## src/rtl/core/wmsd_pkg.sv

```systemverilog
// shared widths, types and codes for the window mean and deviation block
package wmsd_pkg;

    // window length limits
    localparam int MAX_SAMPLES = 4096;
    localparam int MIN_SAMPLES = 2;
    localparam int CNT_W       = 13;

    // sample field widths
    localparam int P_W = 17;
    localparam int T_W = 15;
    localparam int H_W = 14;

    // per-sample square widths
    localparam int P_SQ1_W = 34;
    localparam int T_SQ1_W = 29;
    localparam int H_SQ1_W = 28;

    // accumulator widths, sized for a full window of extreme samples
    localparam int PSUM_W = 29;
    localparam int PSQ_W  = 46;
    localparam int TSUM_W = 27;
    localparam int TSQ_W  = 41;
    localparam int HSUM_W = 26;
    localparam int HSQ_W  = 40;

    // sequencer datapath widths
    localparam int MAG_W  = 30;
    localparam int SQ_W   = 46;
    localparam int UNIT_W = 60;
    localparam int M_W    = 24;
    localparam int REM_W  = 25;
    localparam int QUO_W  = 36;
    localparam int ROOT_W = 18;
    localparam int STEP_W = 6;

    // shared unit operation
    typedef enum logic {
        OP_ADD,
        OP_SUB
    } alu_op_t;

    // live window sums seen by the sequencer
    typedef struct packed {
        logic        [PSUM_W-1:0] p_sum;
        logic        [PSQ_W-1:0]  p_sq;
        logic signed [TSUM_W-1:0] t_sum;
        logic        [TSQ_W-1:0]  t_sq;
        logic        [HSUM_W-1:0] h_sum;
        logic        [HSQ_W-1:0]  h_sq;
    } win_t;

    // window close event with the sample count used as n
    typedef struct packed {
        logic             fire;
        logic [CNT_W-1:0] n;
    } close_t;

endpackage

```

## src/rtl/core/wmsd_alu.sv

```systemverilog
// shared adder-subtractor used by the arithmetic steps of the sequencer
module wmsd_alu (
    input  wmsd_pkg::alu_op_t             op,
    input  logic [wmsd_pkg::UNIT_W-1:0]   a,
    input  logic [wmsd_pkg::UNIT_W-1:0]   b,
    output logic [wmsd_pkg::UNIT_W-1:0]   res,
    output logic                          borrow
);
    import wmsd_pkg::*;

    logic [UNIT_W:0] full;

    // one wide add or subtract, top bit is carry or borrow
    always_comb
    begin
        unique case (op)
            OP_ADD:  full = {1'b0, a} + {1'b0, b};
            OP_SUB:  full = {1'b0, a} - {1'b0, b};
            default: full = '0;
        endcase
    end

    assign res    = full[UNIT_W-1:0];
    assign borrow = full[UNIT_W];

endmodule

```

## src/rtl/core/wmsd_accum.sv

```systemverilog
// per-channel sum and sum-of-squares accumulators with window counting
module wmsd_accum (
    input  logic                               clk,
    input  logic                               rst_n,
    input  logic                               take,
    input  logic        [wmsd_pkg::P_W-1:0]    pressure_sample,
    input  logic signed [wmsd_pkg::T_W-1:0]    temperature_sample,
    input  logic        [wmsd_pkg::H_W-1:0]    humidity_sample,
    input  logic        [wmsd_pkg::CNT_W-1:0]  sample_count,
    output logic                               pend,
    output wmsd_pkg::win_t                     win,
    output wmsd_pkg::close_t                   close
);
    import wmsd_pkg::*;

    // registered sample and its squares
    logic        [P_W-1:0]     p_smp_reg;
    logic signed [T_W-1:0]     t_smp_reg;
    logic        [H_W-1:0]     h_smp_reg;
    logic        [P_SQ1_W-1:0] p_sq1_reg;
    logic        [T_SQ1_W-1:0] t_sq1_reg;
    logic        [H_SQ1_W-1:0] h_sq1_reg;

    // accumulators and control
    logic        [PSUM_W-1:0]  p_sum_reg, p_sum_next;
    logic        [PSQ_W-1:0]   p_sq_reg, p_sq_next;
    logic signed [TSUM_W-1:0]  t_sum_reg, t_sum_next;
    logic        [TSQ_W-1:0]   t_sq_reg, t_sq_next;
    logic        [HSUM_W-1:0]  h_sum_reg, h_sum_next;
    logic        [HSQ_W-1:0]   h_sq_reg, h_sq_next;
    logic        [CNT_W-1:0]   taken_reg, taken_next;
    logic                      pend_reg;
    logic                      closed_reg;

    logic        [CNT_W-1:0]   n_eff;
    logic        [CNT_W-1:0]   count;
    logic                      close_now;
    logic        [P_SQ1_W-1:0] p_prod;
    logic signed [2*T_W-1:0]   t_prod;
    logic        [H_SQ1_W-1:0] h_prod;

    // squares of the incoming sample
    assign p_prod = P_SQ1_W'(pressure_sample) * P_SQ1_W'(pressure_sample);
    assign t_prod = (2*T_W)'(temperature_sample) * (2*T_W)'(temperature_sample);
    assign h_prod = H_SQ1_W'(humidity_sample) * H_SQ1_W'(humidity_sample);

    // sample capture on transfer
    always_ff @(posedge clk)
    begin
        if (take)
        begin
            p_smp_reg <= pressure_sample;
            t_smp_reg <= temperature_sample;
            h_smp_reg <= humidity_sample;
            p_sq1_reg <= p_prod;
            t_sq1_reg <= t_prod[T_SQ1_W-1:0];
            h_sq1_reg <= h_prod;
        end
    end

    // effective window length, clamped to the supported range
    always_comb
    begin
        if (sample_count < CNT_W'(MIN_SAMPLES))
            n_eff = CNT_W'(MIN_SAMPLES);
        else if (sample_count > CNT_W'(MAX_SAMPLES))
            n_eff = CNT_W'(MAX_SAMPLES);
        else
            n_eff = sample_count;
    end

    // accumulate, restarting from zero after a closed window
    always_comb
    begin
        count      = taken_reg + 1'b1;
        close_now  = (count >= n_eff);
        taken_next = close_now ? '0 : count;
        p_sum_next = (closed_reg ? '0 : p_sum_reg) + PSUM_W'(p_smp_reg);
        p_sq_next  = (closed_reg ? '0 : p_sq_reg) + PSQ_W'(p_sq1_reg);
        t_sum_next = (closed_reg ? '0 : t_sum_reg) + TSUM_W'(t_smp_reg);
        t_sq_next  = (closed_reg ? '0 : t_sq_reg) + TSQ_W'(t_sq1_reg);
        h_sum_next = (closed_reg ? '0 : h_sum_reg) + HSUM_W'(h_smp_reg);
        h_sq_next  = (closed_reg ? '0 : h_sq_reg) + HSQ_W'(h_sq1_reg);
    end

    always_ff @(posedge clk or negedge rst_n)
    begin
        if (!rst_n)
        begin
            pend_reg   <= 1'b0;
            closed_reg <= 1'b0;
            taken_reg  <= '0;
            p_sum_reg  <= '0;
            p_sq_reg   <= '0;
            t_sum_reg  <= '0;
            t_sq_reg   <= '0;
            h_sum_reg  <= '0;
            h_sq_reg   <= '0;
        end
        else if (pend_reg)
        begin
            pend_reg   <= 1'b0;
            closed_reg <= close_now;
            taken_reg  <= taken_next;
            p_sum_reg  <= p_sum_next;
            p_sq_reg   <= p_sq_next;
            t_sum_reg  <= t_sum_next;
            t_sq_reg   <= t_sq_next;
            h_sum_reg  <= h_sum_next;
            h_sq_reg   <= h_sq_next;
        end
        else if (take)
        begin
            pend_reg <= 1'b1;
        end
    end

    // outputs
    assign pend       = pend_reg;
    assign close.fire = pend_reg & close_now;
    assign close.n    = count;
    assign win.p_sum  = p_sum_reg;
    assign win.p_sq   = p_sq_reg;
    assign win.t_sum  = t_sum_reg;
    assign win.t_sq   = t_sq_reg;
    assign win.h_sum  = h_sum_reg;
    assign win.h_sq   = h_sq_reg;

endmodule

```

## src/rtl/core/wmsd_seq.sv

```systemverilog
// sequencer computing mean and standard deviation per channel on the shared unit
module wmsd_seq (
    input  logic                              clk,
    input  logic                              rst_n,
    input  wmsd_pkg::close_t                  close,
    input  wmsd_pkg::win_t                    win,
    output logic                              busy,
    output logic                              done,
    output logic        [wmsd_pkg::P_W-1:0]   pressure_mean,
    output logic        [wmsd_pkg::P_W-1:0]   pressure_sdev,
    output logic signed [wmsd_pkg::T_W-1:0]   temperature_mean,
    output logic        [wmsd_pkg::H_W-1:0]   temperature_sdev,
    output logic        [wmsd_pkg::H_W-1:0]   humidity_mean,
    output logic        [wmsd_pkg::H_W-1:0]   humidity_sdev
);
    import wmsd_pkg::*;

    typedef enum logic [2:0] {
        ST_IDLE,
        ST_LOAD,
        ST_MEAN,
        ST_NQ,
        ST_SQ,
        ST_DIFF,
        ST_DIV,
        ST_ROOT
    } state_t;

    localparam logic [1:0] CH_PRES = 2'd0;
    localparam logic [1:0] CH_TEMP = 2'd1;
    localparam logic [1:0] CH_HUM  = 2'd2;

    state_t                   state_reg;
    logic        [1:0]        ch_reg;
    logic        [STEP_W-1:0] cnt_reg;
    logic        [CNT_W-1:0]  n_reg;
    logic        [M_W-1:0]    m_reg;
    logic        [MAG_W-1:0]  s_reg;
    logic                     neg_reg;
    logic        [SQ_W-1:0]   q_reg;
    logic        [UNIT_W-1:0] acc_reg;
    logic        [UNIT_W-1:0] aux_reg;
    logic        [REM_W-1:0]  rem_reg;
    logic        [QUO_W-1:0]  quo_reg;
    logic        [ROOT_W-1:0] root_reg;
    logic                     done_reg;
    logic        [P_W-1:0]    mean_p_reg;
    logic        [P_W-1:0]    std_p_reg;
    logic signed [T_W-1:0]    mean_t_reg;
    logic        [H_W-1:0]    std_t_reg;
    logic        [H_W-1:0]    mean_h_reg;
    logic        [H_W-1:0]    std_h_reg;

    alu_op_t                  alu_op;
    logic        [UNIT_W-1:0] alu_a;
    logic        [UNIT_W-1:0] alu_b;
    logic        [UNIT_W-1:0] alu_res;
    logic                     alu_borrow;

    logic                     s_bit;
    logic                     n_bit;
    logic        [MAG_W-1:0]  ld_s;
    logic                     ld_neg;
    logic        [SQ_W-1:0]   ld_q;
    logic        [TSUM_W-1:0] t_abs;
    logic        [QUO_W-1:0]  quo_fin;
    logic        [ROOT_W-1:0] root_fin;
    logic        [T_W-1:0]    t_mean;

    wmsd_alu u_alu (
        .op     (alu_op),
        .a      (alu_a),
        .b      (alu_b),
        .res    (alu_res),
        .borrow (alu_borrow)
    );

    assign s_bit = s_reg[cnt_reg[4:0]];
    assign n_bit = n_reg[cnt_reg[3:0]];

    // channel operand select
    assign t_abs = win.t_sum[TSUM_W-1] ? (~win.t_sum + 1'b1) : win.t_sum;

    always_comb
    begin
        unique case (ch_reg)
            CH_PRES:
            begin
                ld_s   = MAG_W'(win.p_sum);
                ld_neg = 1'b0;
                ld_q   = SQ_W'(win.p_sq);
            end
            CH_TEMP:
            begin
                ld_s   = MAG_W'(t_abs);
                ld_neg = win.t_sum[TSUM_W-1];
                ld_q   = SQ_W'(win.t_sq);
            end
            CH_HUM:
            begin
                ld_s   = MAG_W'(win.h_sum);
                ld_neg = 1'b0;
                ld_q   = SQ_W'(win.h_sq);
            end
            default:
            begin
                ld_s   = '0;
                ld_neg = 1'b0;
                ld_q   = '0;
            end
        endcase
    end

    // shared unit operands per step
    always_comb
    begin
        alu_op = OP_ADD;
        alu_a  = '0;
        alu_b  = '0;
        unique case (state_reg)
            ST_MEAN:
            begin
                alu_op = OP_SUB;
                alu_a  = UNIT_W'({rem_reg[CNT_W-1:0], s_bit});
                alu_b  = UNIT_W'(n_reg);
            end
            ST_NQ:
            begin
                alu_a = {acc_reg[UNIT_W-2:0], 1'b0};
                alu_b = n_bit ? UNIT_W'(q_reg) : '0;
            end
            ST_SQ:
            begin
                alu_a = {aux_reg[UNIT_W-2:0], 1'b0};
                alu_b = s_bit ? UNIT_W'(s_reg) : '0;
            end
            ST_DIFF:
            begin
                alu_op = OP_SUB;
                alu_a  = acc_reg;
                alu_b  = aux_reg;
            end
            ST_DIV:
            begin
                alu_op = OP_SUB;
                alu_a  = UNIT_W'({rem_reg[M_W-1:0], acc_reg[UNIT_W-1]});
                alu_b  = UNIT_W'(m_reg);
            end
            ST_ROOT:
            begin
                alu_op = OP_SUB;
                alu_a  = UNIT_W'({rem_reg[ROOT_W:0], quo_reg[QUO_W-1 -: 2]});
                alu_b  = UNIT_W'({root_reg, 2'b01});
            end
            default:
            begin
                alu_op = OP_ADD;
            end
        endcase
    end

    // final quotient and root bits of the current step
    assign quo_fin  = {quo_reg[QUO_W-2:0], ~alu_borrow};
    assign root_fin = {root_reg[ROOT_W-2:0], ~alu_borrow};
    assign t_mean   = neg_reg ? (~quo_fin[T_W-1:0] + 1'b1) : quo_fin[T_W-1:0];

    // sequencer with datapath and result registers
    always_ff @(posedge clk or negedge rst_n)
    begin
        if (!rst_n)
        begin
            state_reg  <= ST_IDLE;
            ch_reg     <= CH_PRES;
            cnt_reg    <= '0;
            done_reg   <= 1'b0;
            n_reg      <= '0;
            m_reg      <= '0;
            s_reg      <= '0;
            neg_reg    <= 1'b0;
            q_reg      <= '0;
            acc_reg    <= '0;
            aux_reg    <= '0;
            rem_reg    <= '0;
            quo_reg    <= '0;
            root_reg   <= '0;
            mean_p_reg <= '0;
            std_p_reg  <= '0;
            mean_t_reg <= '0;
            std_t_reg  <= '0;
            mean_h_reg <= '0;
            std_h_reg  <= '0;
        end
        else
        begin
            // strobe with the last root step of the last channel
            done_reg <= (state_reg == ST_ROOT) && (cnt_reg == '0) && (ch_reg == CH_HUM);
            unique case (state_reg)
                ST_IDLE:
                begin
                    if (close.fire)
                    begin
                        n_reg     <= close.n;
                        m_reg     <= M_W'(M_W'(close.n) * M_W'(close.n - 1'b1));
                        ch_reg    <= CH_PRES;
                        state_reg <= ST_LOAD;
                    end
                end
                ST_LOAD:
                begin
                    s_reg     <= ld_s;
                    neg_reg   <= ld_neg;
                    q_reg     <= ld_q;
                    rem_reg   <= '0;
                    quo_reg   <= '0;
                    cnt_reg   <= STEP_W'(MAG_W - 1);
                    state_reg <= ST_MEAN;
                end
                // restoring division of the sum magnitude by n
                ST_MEAN:
                begin
                    rem_reg <= alu_borrow ? alu_a[REM_W-1:0] : alu_res[REM_W-1:0];
                    quo_reg <= quo_fin;
                    if (cnt_reg == '0)
                    begin
                        unique case (ch_reg)
                            CH_PRES: mean_p_reg <= quo_fin[P_W-1:0];
                            CH_TEMP: mean_t_reg <= t_mean;
                            CH_HUM:  mean_h_reg <= quo_fin[H_W-1:0];
                            default: mean_h_reg <= mean_h_reg;
                        endcase
                        acc_reg   <= '0;
                        cnt_reg   <= STEP_W'(CNT_W - 1);
                        state_reg <= ST_NQ;
                    end
                    else
                        cnt_reg <= cnt_reg - 1'b1;
                end
                // n times sum of squares, msb first
                ST_NQ:
                begin
                    acc_reg <= alu_res;
                    if (cnt_reg == '0)
                    begin
                        aux_reg   <= '0;
                        cnt_reg   <= STEP_W'(MAG_W - 1);
                        state_reg <= ST_SQ;
                    end
                    else
                        cnt_reg <= cnt_reg - 1'b1;
                end
                // square of the sum magnitude, msb first
                ST_SQ:
                begin
                    aux_reg <= alu_res;
                    if (cnt_reg == '0)
                        state_reg <= ST_DIFF;
                    else
                        cnt_reg <= cnt_reg - 1'b1;
                end
                ST_DIFF:
                begin
                    acc_reg   <= alu_res;
                    rem_reg   <= '0;
                    quo_reg   <= '0;
                    cnt_reg   <= STEP_W'(UNIT_W - 1);
                    state_reg <= ST_DIV;
                end
                // restoring division by n(n-1)
                ST_DIV:
                begin
                    acc_reg <= {acc_reg[UNIT_W-2:0], 1'b0};
                    quo_reg <= quo_fin;
                    if (cnt_reg == '0)
                    begin
                        rem_reg   <= '0;
                        root_reg  <= '0;
                        cnt_reg   <= STEP_W'(ROOT_W - 1);
                        state_reg <= ST_ROOT;
                    end
                    else
                    begin
                        rem_reg <= alu_borrow ? alu_a[REM_W-1:0] : alu_res[REM_W-1:0];
                        cnt_reg <= cnt_reg - 1'b1;
                    end
                end
                // digit-by-digit integer square root, two bits a step
                ST_ROOT:
                begin
                    quo_reg  <= {quo_reg[QUO_W-3:0], 2'b00};
                    rem_reg  <= alu_borrow ? alu_a[REM_W-1:0] : alu_res[REM_W-1:0];
                    root_reg <= root_fin;
                    if (cnt_reg == '0)
                    begin
                        unique case (ch_reg)
                            CH_PRES: std_p_reg <= root_fin[ROOT_W-1] ? '1 : root_fin[P_W-1:0];
                            CH_TEMP: std_t_reg <= (|root_fin[ROOT_W-1:H_W]) ? '1
                                                                            : root_fin[H_W-1:0];
                            CH_HUM:  std_h_reg <= (|root_fin[ROOT_W-1:H_W]) ? '1
                                                                            : root_fin[H_W-1:0];
                            default: std_h_reg <= std_h_reg;
                        endcase
                        if (ch_reg == CH_HUM)
                        begin
                            state_reg <= ST_IDLE;
                        end
                        else
                        begin
                            ch_reg    <= ch_reg + 1'b1;
                            state_reg <= ST_LOAD;
                        end
                    end
                    else
                        cnt_reg <= cnt_reg - 1'b1;
                end
                default:
                begin
                    state_reg <= ST_IDLE;
                end
            endcase
        end
    end

    // outputs
    assign busy             = (state_reg != ST_IDLE);
    assign done             = done_reg;
    assign pressure_mean    = mean_p_reg;
    assign pressure_sdev    = std_p_reg;
    assign temperature_mean = mean_t_reg;
    assign temperature_sdev = std_t_reg;
    assign humidity_mean    = mean_h_reg;
    assign humidity_sdev    = std_h_reg;

    // a window only closes while the sequencer is free
    a_close_idle: assert property (@(posedge clk) disable iff (!rst_n)
        close.fire |-> state_reg == ST_IDLE)
        else $error("window closed while sequencer busy");

    // n times sum of squares never falls below the squared sum
    a_diff_nonneg: assert property (@(posedge clk) disable iff (!rst_n)
        state_reg == ST_DIFF |-> !alu_borrow)
        else $error("negative squared deviation");

    // result strobe follows the last root step and lasts one cycle
    a_done_after_root: assert property (@(posedge clk) disable iff (!rst_n)
        done_reg |-> $past(state_reg == ST_ROOT) && state_reg == ST_IDLE)
        else $error("result strobe out of sequence");

    // channel index stays within the three channels
    a_ch_range: assert property (@(posedge clk) disable iff (!rst_n)
        state_reg != ST_IDLE |-> ch_reg == CH_PRES || ch_reg == CH_TEMP || ch_reg == CH_HUM)
        else $error("channel index out of range");

endmodule

```

## src/rtl/core/window_mean_stddev_three_channel.sv

```systemverilog
// top level of the three-channel window mean and standard deviation block
// Each sample transfer (start high while busy is low) keeps busy high while the sample
// is added to the channel sums, so the next sample can only be taken once that is done.
// The sample that completes a window instead keeps busy high until its result: done
// pulses for one cycle, and busy is already low in that cycle. After the accumulate step
// the sequencer makes three passes, one per channel, each of 153 steps on a single
// 60-bit adder-subtractor: a load step, a 30-step division for the mean, 13 and 30
// shift-add steps for n times the sum of squares and the squared sum, one subtract,
// a 60-step division by n(n-1) and an 18-step square root.
// The result ports are valid only while done is high and the receiver must take them in
// that cycle. Writing sample_count takes effect from the next sample on.
module window_mean_stddev_three_channel (
    input  logic                              clk,
    input  logic                              rst_n,
    input  logic                              start,
    output logic                              busy,
    input  logic                              sample_count_we,
    input  logic        [wmsd_pkg::CNT_W-1:0] sample_count,
    input  logic        [wmsd_pkg::P_W-1:0]   pressure_sample,
    input  logic signed [wmsd_pkg::T_W-1:0]   temperature_sample,
    input  logic        [wmsd_pkg::H_W-1:0]   humidity_sample,
    output logic                              done,
    output logic        [wmsd_pkg::P_W-1:0]   pressure_mean,
    output logic        [wmsd_pkg::P_W-1:0]   pressure_sdev,
    output logic signed [wmsd_pkg::T_W-1:0]   temperature_mean,
    output logic        [wmsd_pkg::H_W-1:0]   temperature_sdev,
    output logic        [wmsd_pkg::H_W-1:0]   humidity_mean,
    output logic        [wmsd_pkg::H_W-1:0]   humidity_sdev
);
    import wmsd_pkg::*;

    localparam logic [CNT_W-1:0] SAMPLE_COUNT_RST = CNT_W'(16);

    logic [CNT_W-1:0] sample_count_reg;
    logic             take;
    logic             accum_pend;
    logic             seq_busy;
    win_t             win;
    close_t           close;

    // window length register
    always_ff @(posedge clk or negedge rst_n)
    begin
        if (!rst_n)
            sample_count_reg <= SAMPLE_COUNT_RST;
        else if (sample_count_we)
            sample_count_reg <= sample_count;
    end

    // sample transfer
    assign take = start & ~busy;
    assign busy = accum_pend | seq_busy;

    wmsd_accum u_accum (
        .clk                (clk),
        .rst_n              (rst_n),
        .take               (take),
        .pressure_sample    (pressure_sample),
        .temperature_sample (temperature_sample),
        .humidity_sample    (humidity_sample),
        .sample_count       (sample_count_reg),
        .pend               (accum_pend),
        .win                (win),
        .close              (close)
    );

    wmsd_seq u_seq (
        .clk              (clk),
        .rst_n            (rst_n),
        .close            (close),
        .win              (win),
        .busy             (seq_busy),
        .done             (done),
        .pressure_mean    (pressure_mean),
        .pressure_sdev    (pressure_sdev),
        .temperature_mean (temperature_mean),
        .temperature_sdev (temperature_sdev),
        .humidity_mean    (humidity_mean),
        .humidity_sdev    (humidity_sdev)
    );

endmodule
```

## config.mk

```make
export PLATFORM = sky130hd
export DESIGN_NAME = window_mean_stddev_three_channel
export DESIGN_NICKNAME = d
export VERILOG_FILES = /design/src/rtl/core/wmsd_pkg.sv /design/src/rtl/core/wmsd_alu.sv /design/src/rtl/core/wmsd_accum.sv /design/src/rtl/core/wmsd_seq.sv /design/src/rtl/core/window_mean_stddev_three_channel.sv
export SDC_FILE = /design/constraint.sdc
export NUM_CORES = 2
export LEC_CHECK = 0
export BUFFER_PORTS_ARGS = -buffer_cell sky130_fd_sc_hd__buf_4
export CORE_ASPECT_RATIO = 0.7
export CORE_MARGIN = 3
export CORE_UTILIZATION = 64
export CTS_CLUSTER_DIAMETER = 60
export DETAILED_ROUTE_END_ITERATION = 8
export MAX_ROUTING_LAYER = met4
export PLACE_DENSITY = 0.81
export SLEW_MARGIN = 0
export SYNTH_ARGS = -nofsm -noshare
export SYNTH_HDL_FRONTEND = slang
export SYNTH_SLANG_ARGS = --single-unit
```

## constraint.sdc

```tcl
create_clock -name clk -period 10.8 [get_ports clk]
set_input_delay 1.62 -clock clk [delete_from_list [all_inputs] [get_ports clk]]
set_output_delay 1.62 -clock clk [all_outputs]
set_load 0.05 [all_outputs]
```

==> summary.txt <==
Run status
  – Status: finished, violations left
  – Failing checks: DRC, capacitance limit

Global routing
  – Initial antenna violation count: 6
  – Vias in the first global route: 59.3k
  – First-pass GRT wire length: between 300 and 400 mm
  – Grt ovf: 0
  – Largest net degree at the start of global routing: 160
  – GRT Total Usage: 38.8%

Setup path
  – CP dominant cell by count: or3_1
  – CP max-delay cell: a2111oi_0
  – Worst Setup End Kind: flip-flop
  – Reg2Reg Setup Slack: about 0.78 ns
  – Critical Path RT: 11.37 ns
  – Arr. time, crit path: 10.59 ns
  – Slowest stage delay, CP: approximately 1.2 ns
  – RR Startpoint: u_seq.cnt_reg[0]
  – Length in cells of the worst reg-to-reg path: 29
  – Crit start category: flip-flop
  – Worst r2r dst: u_seq.temperature_mean[12]
  – WS Path Type: reg2reg
  – CP Max Fanout: 55

Synth
  – Asr flop ratio synth: 83.2%
  – Register area share after synthesis: 27.3%
  – Combinational family with the most area after synthesis: adder cells
  – Synth Area in XOR/XNOR: 5.00%
  – Simple-Gate Fraction of Synth Area: 15.1%
  – Synth Area in Compound Gates: 15.4%
  – Top_reg_cell synth: dfrtp_1
  – FF+latch count, synth: 780
  – Mapped Avg Cell Area: a little over 9 µm²
  – Post-synthesis mux area share: ~3.2%
  – Synth warn: 0
  – Number of flops mapped to enable cells by yosys: roughly 130
  – Post-synth design cell area: roughly 74000 µm²
  – Adder-Cell Fraction of Synth Area: 27.5%
  – Count of unique library cells instantiated by Yosys: 104
  – Cells after Synth: 7957

Timing
  – Peak Freq: 99.8 MHz
  – Fin Hold WS: 0.481 ns
  – Setup TNS: 0 ns
  – Unrepaired setup endpoints after global routing: no
  – Final Skew: 0.0480 ns
  – Final-report hold violation count: 0
  – Worst-Margin Slew: 1.44 ns
  – Max-Slew Margin vs Limit: 1.79%
  – Setup ws final: roughly 0.78 ns
  – Crit path time final: 10.02 ns
  – Fin crit share: a little over 90%
  – Final number of max-transition violations: 0
  – Final setup vio count: 0

Drt
  – DR vias/cell: 6.35
  – Detailed Route WL: 225 mm
  – DRC violations left: 22
  – Final ANT Viol Nets: 0
  – DR pass1 iterations: 9
  – Vias after detailed routing: 60.5k
  – WL/cell: 23.6 µm
  – Initial drt markers: 7046

Floorplan
  – Chip Height: 290 µm
  – Die area: 120000 µm²
  – Die extent in x: 412 µm
  – Std-Cell Rows: between 100 and 150
  – Core area: 114000 µm²
  – Initial Utilization: 65.0%
  – Number of I/O pins: around 160

Min path
  – Worst Hold Class: reg2reg
  – Hold Path Sink: u_seq.temperature_sdev[7]
  – Hold Path Stages: 2
  – HP Start: u_seq.temperature_sdev[7]

CTS
  – CTS Root Buffer Type: clkbuf_16
  – Post-cts resize count: 0
  – Worst-path clk slew: 0.06 ns
  – # clock sinks: 780
  – # H-tree levels: 3
  – Setup bufs post-CTS: 0
  – CTS buffer count: 87
  – Max clock buf depth: 3
  – CTS tree: built
  – Worst skew pair latency: ~0.72 ns
  – Hold-fix buffers, CTS: 0

Layout
  – Fill cells: 8682
  – Area growth from synthesis to layout: 7.35%
  – Nets: 9204
  – Layout cell share with drive strength beyond 1: 7.92%

Placement
  – DP HPWL: 171 mm
  – Pre-CTS setup slack: between 1 and 1.5 ns
  – GP Congestion: 1.04
  – Port bufs: 155

Job
  – Max cap viols: 1
==> area by class of cell <==
class / instances / area (µm²) / area share, %
Antenna cell: 7 / 17.5 / 0.0221
Clock buffer: 108 / 2390 / 3.01
Clock inverter: 54 / 649 / 0.819
Inverter: 898 / 3370 / 4.25
Multi-Input combinational cell: 5926 / 49100 / 61.9
Sequential cell: 780 / 20200 / 25.5
Tap cell: 1522 / 1900 / 2.40
Timing Repair Buffer: 222 / 1710 / 2.16
==> critical path: cells and delay by family, from the launching register on <==
| family | cells | cell delay, ns |
|---|---|---|
| xor gates and xnor gates | 3 | 0.58 |
| and+or+nand+nor | 10 | 2.71 |
| AOI/OAI and AO/OA | 11 | 4.10 |
| DFF | 1 | 0.80 |
| muxes | 1 | 0.66 |
| adders and majority gates | 2 | 0.55 |
| buffers and inverters | 2 | 0.46 |
==> routing by layer <==
metal	vias to the layer above	share of wire [%]	wire length [µm]	track usage, %
li1	27000	-	-	-
met1	30100	44	98400	57.1
met2	2957	41	93200	53.1
met3	393	12	27000	11.0
met4	0	2.8	6220	9.27
met5	-	0	0	-
==> how the worst max path moves through the flow <==
stage	startpoint	to	slack (ns)	cells past startpoint
2_1_floorplan	u_seq.state_reg[0]	u_seq.temperature_mean[12]	2.44	40
3_3_place_gp	u_seq.cnt_reg[0]	u_seq.temperature_mean[12]	1.12	29
3_5_place_dp	u_seq.cnt_reg[0]	u_seq.temperature_mean[12]	1.22	31
4_1_cts	u_seq.cnt_reg[0]	u_seq.temperature_mean[12]	1.17	31
5_1_grt	u_seq.cnt_reg[0]	u_seq.temperature_mean[12]	0.22	29
6_report	u_seq.cnt_reg[0]	u_seq.temperature_mean[12]	0.78	29
==> cell usage in the layout (no fill, tap or decap), types with 32 or more instances in the layout <==
| cell type | synthesis | layout |
|---|---|---|
| inv_1 | 893 | 893 |
| nand2_1 | 835 | 832 |
| fa_1 | 662 | 662 |
| dfrtp_1 | 648 | 646 |
| ha_1 | 564 | 560 |
| nor2_1 | 538 | 537 |
| o21ai_0 | 471 | 470 |
| a21oi_1 | 330 | 329 |
| xnor2_1 | 297 | 297 |
| buf_4 | 3 | 218 |
| nor2b_1 | 200 | 199 |
| and2_1 | 180 | 178 |
| mux2_2 | 142 | 142 |
| edfxtp_1 | 131 | 131 |
| nand3_1 | 125 | 125 |
| xor2_1 | 123 | 123 |
| a21o_1 | 115 | 115 |
| a22oi_1 | 113 | 113 |
| nand2b_1 | 99 | 99 |
| clkbuf_16 | 0 | 90 |
| nor3_1 | 91 | 88 |
| a222oi_1 | 79 | 79 |
| a22o_1 | 78 | 78 |
| or2_2 | 63 | 63 |
| a221oi_1 | 59 | 59 |
| mux2i_1 | 55 | 55 |
| o21a_1 | 55 | 55 |
| or3_1 | 50 | 50 |
| o31ai_1 | 50 | 49 |
| a31oi_1 | 41 | 41 |
| and3_1 | 40 | 39 |
| a211oi_1 | 34 | 34 |
| o21bai_1 | 32 | 32 |
| nor4_1 | 32 | 32 |
==> logic make-up (layout without fill, tap and decap cells) <==
family,after synthesis,after routing
buf+inv,1272,1282
fa+ha+maj,1226,1226
other cells,2,30
simple gates,2350,2350
flops,780,780
xor+xnor,421,421
compound gates,1701,1701
mux,205,205
==> cell usage after synthesis, drive strengths merged (16+ instances only) <==
master / instances / area [µm²]
xnor2: 297 / 2600
fa: 662 / 13300
and3: 41 / 258
clkbuf: 334 / 1250
nand2b: 99 / 619
or3: 50 / 313
o41ai: 19 / 174
mux2: 142 / 1600
nor2: 538 / 2020
dfrtp: 648 / 16200
o31ai: 50 / 375
nor4: 32 / 200
nand4: 26 / 163
nand2: 835 / 3130
o22ai: 19 / 119
a21oi: 330 / 1650
a211oi: 35 / 268
a221oi: 59 / 517
o211ai: 28 / 215
o21ai: 479 / 2400
inv: 894 / 3360
a222oi: 79 / 791
o2bb2ai: 22 / 193
a21boi: 18 / 135
nand3: 126 / 643
nor2b: 200 / 1250
xor2: 124 / 1090
a22o: 78 / 683
or4: 16 / 124
a22oi: 113 / 848
ha: 564 / 7060
mux2i: 55 / 551
o21bai: 32 / 240
a21o: 115 / 863
edfxtp: 131 / 3930
nor3b: 17 / 128
or2: 65 / 409
and2: 182 / 1140
buf: 40 / 201
nor3: 91 / 455
a31oi: 42 / 269
o21a: 55 / 413
==> stage by stage <==
stage | utilization (%) | area [µm²] | std cells
5_1_grt | 69.8 | 79300 | 9515
3_3_place_gp | 67.1 | 76200 | 9348
2_1_floorplan | - | 73900 | 7978
6_report | 69.8 | 79300 | 9517
3_5_place_dp | 67.1 | 76200 | 9348
4_1_cts | 69.7 | 79300 | 9510
Power is not shown: default switching activity piles up to over one toggle a cycle in this logic, so the estimate is an artifact.
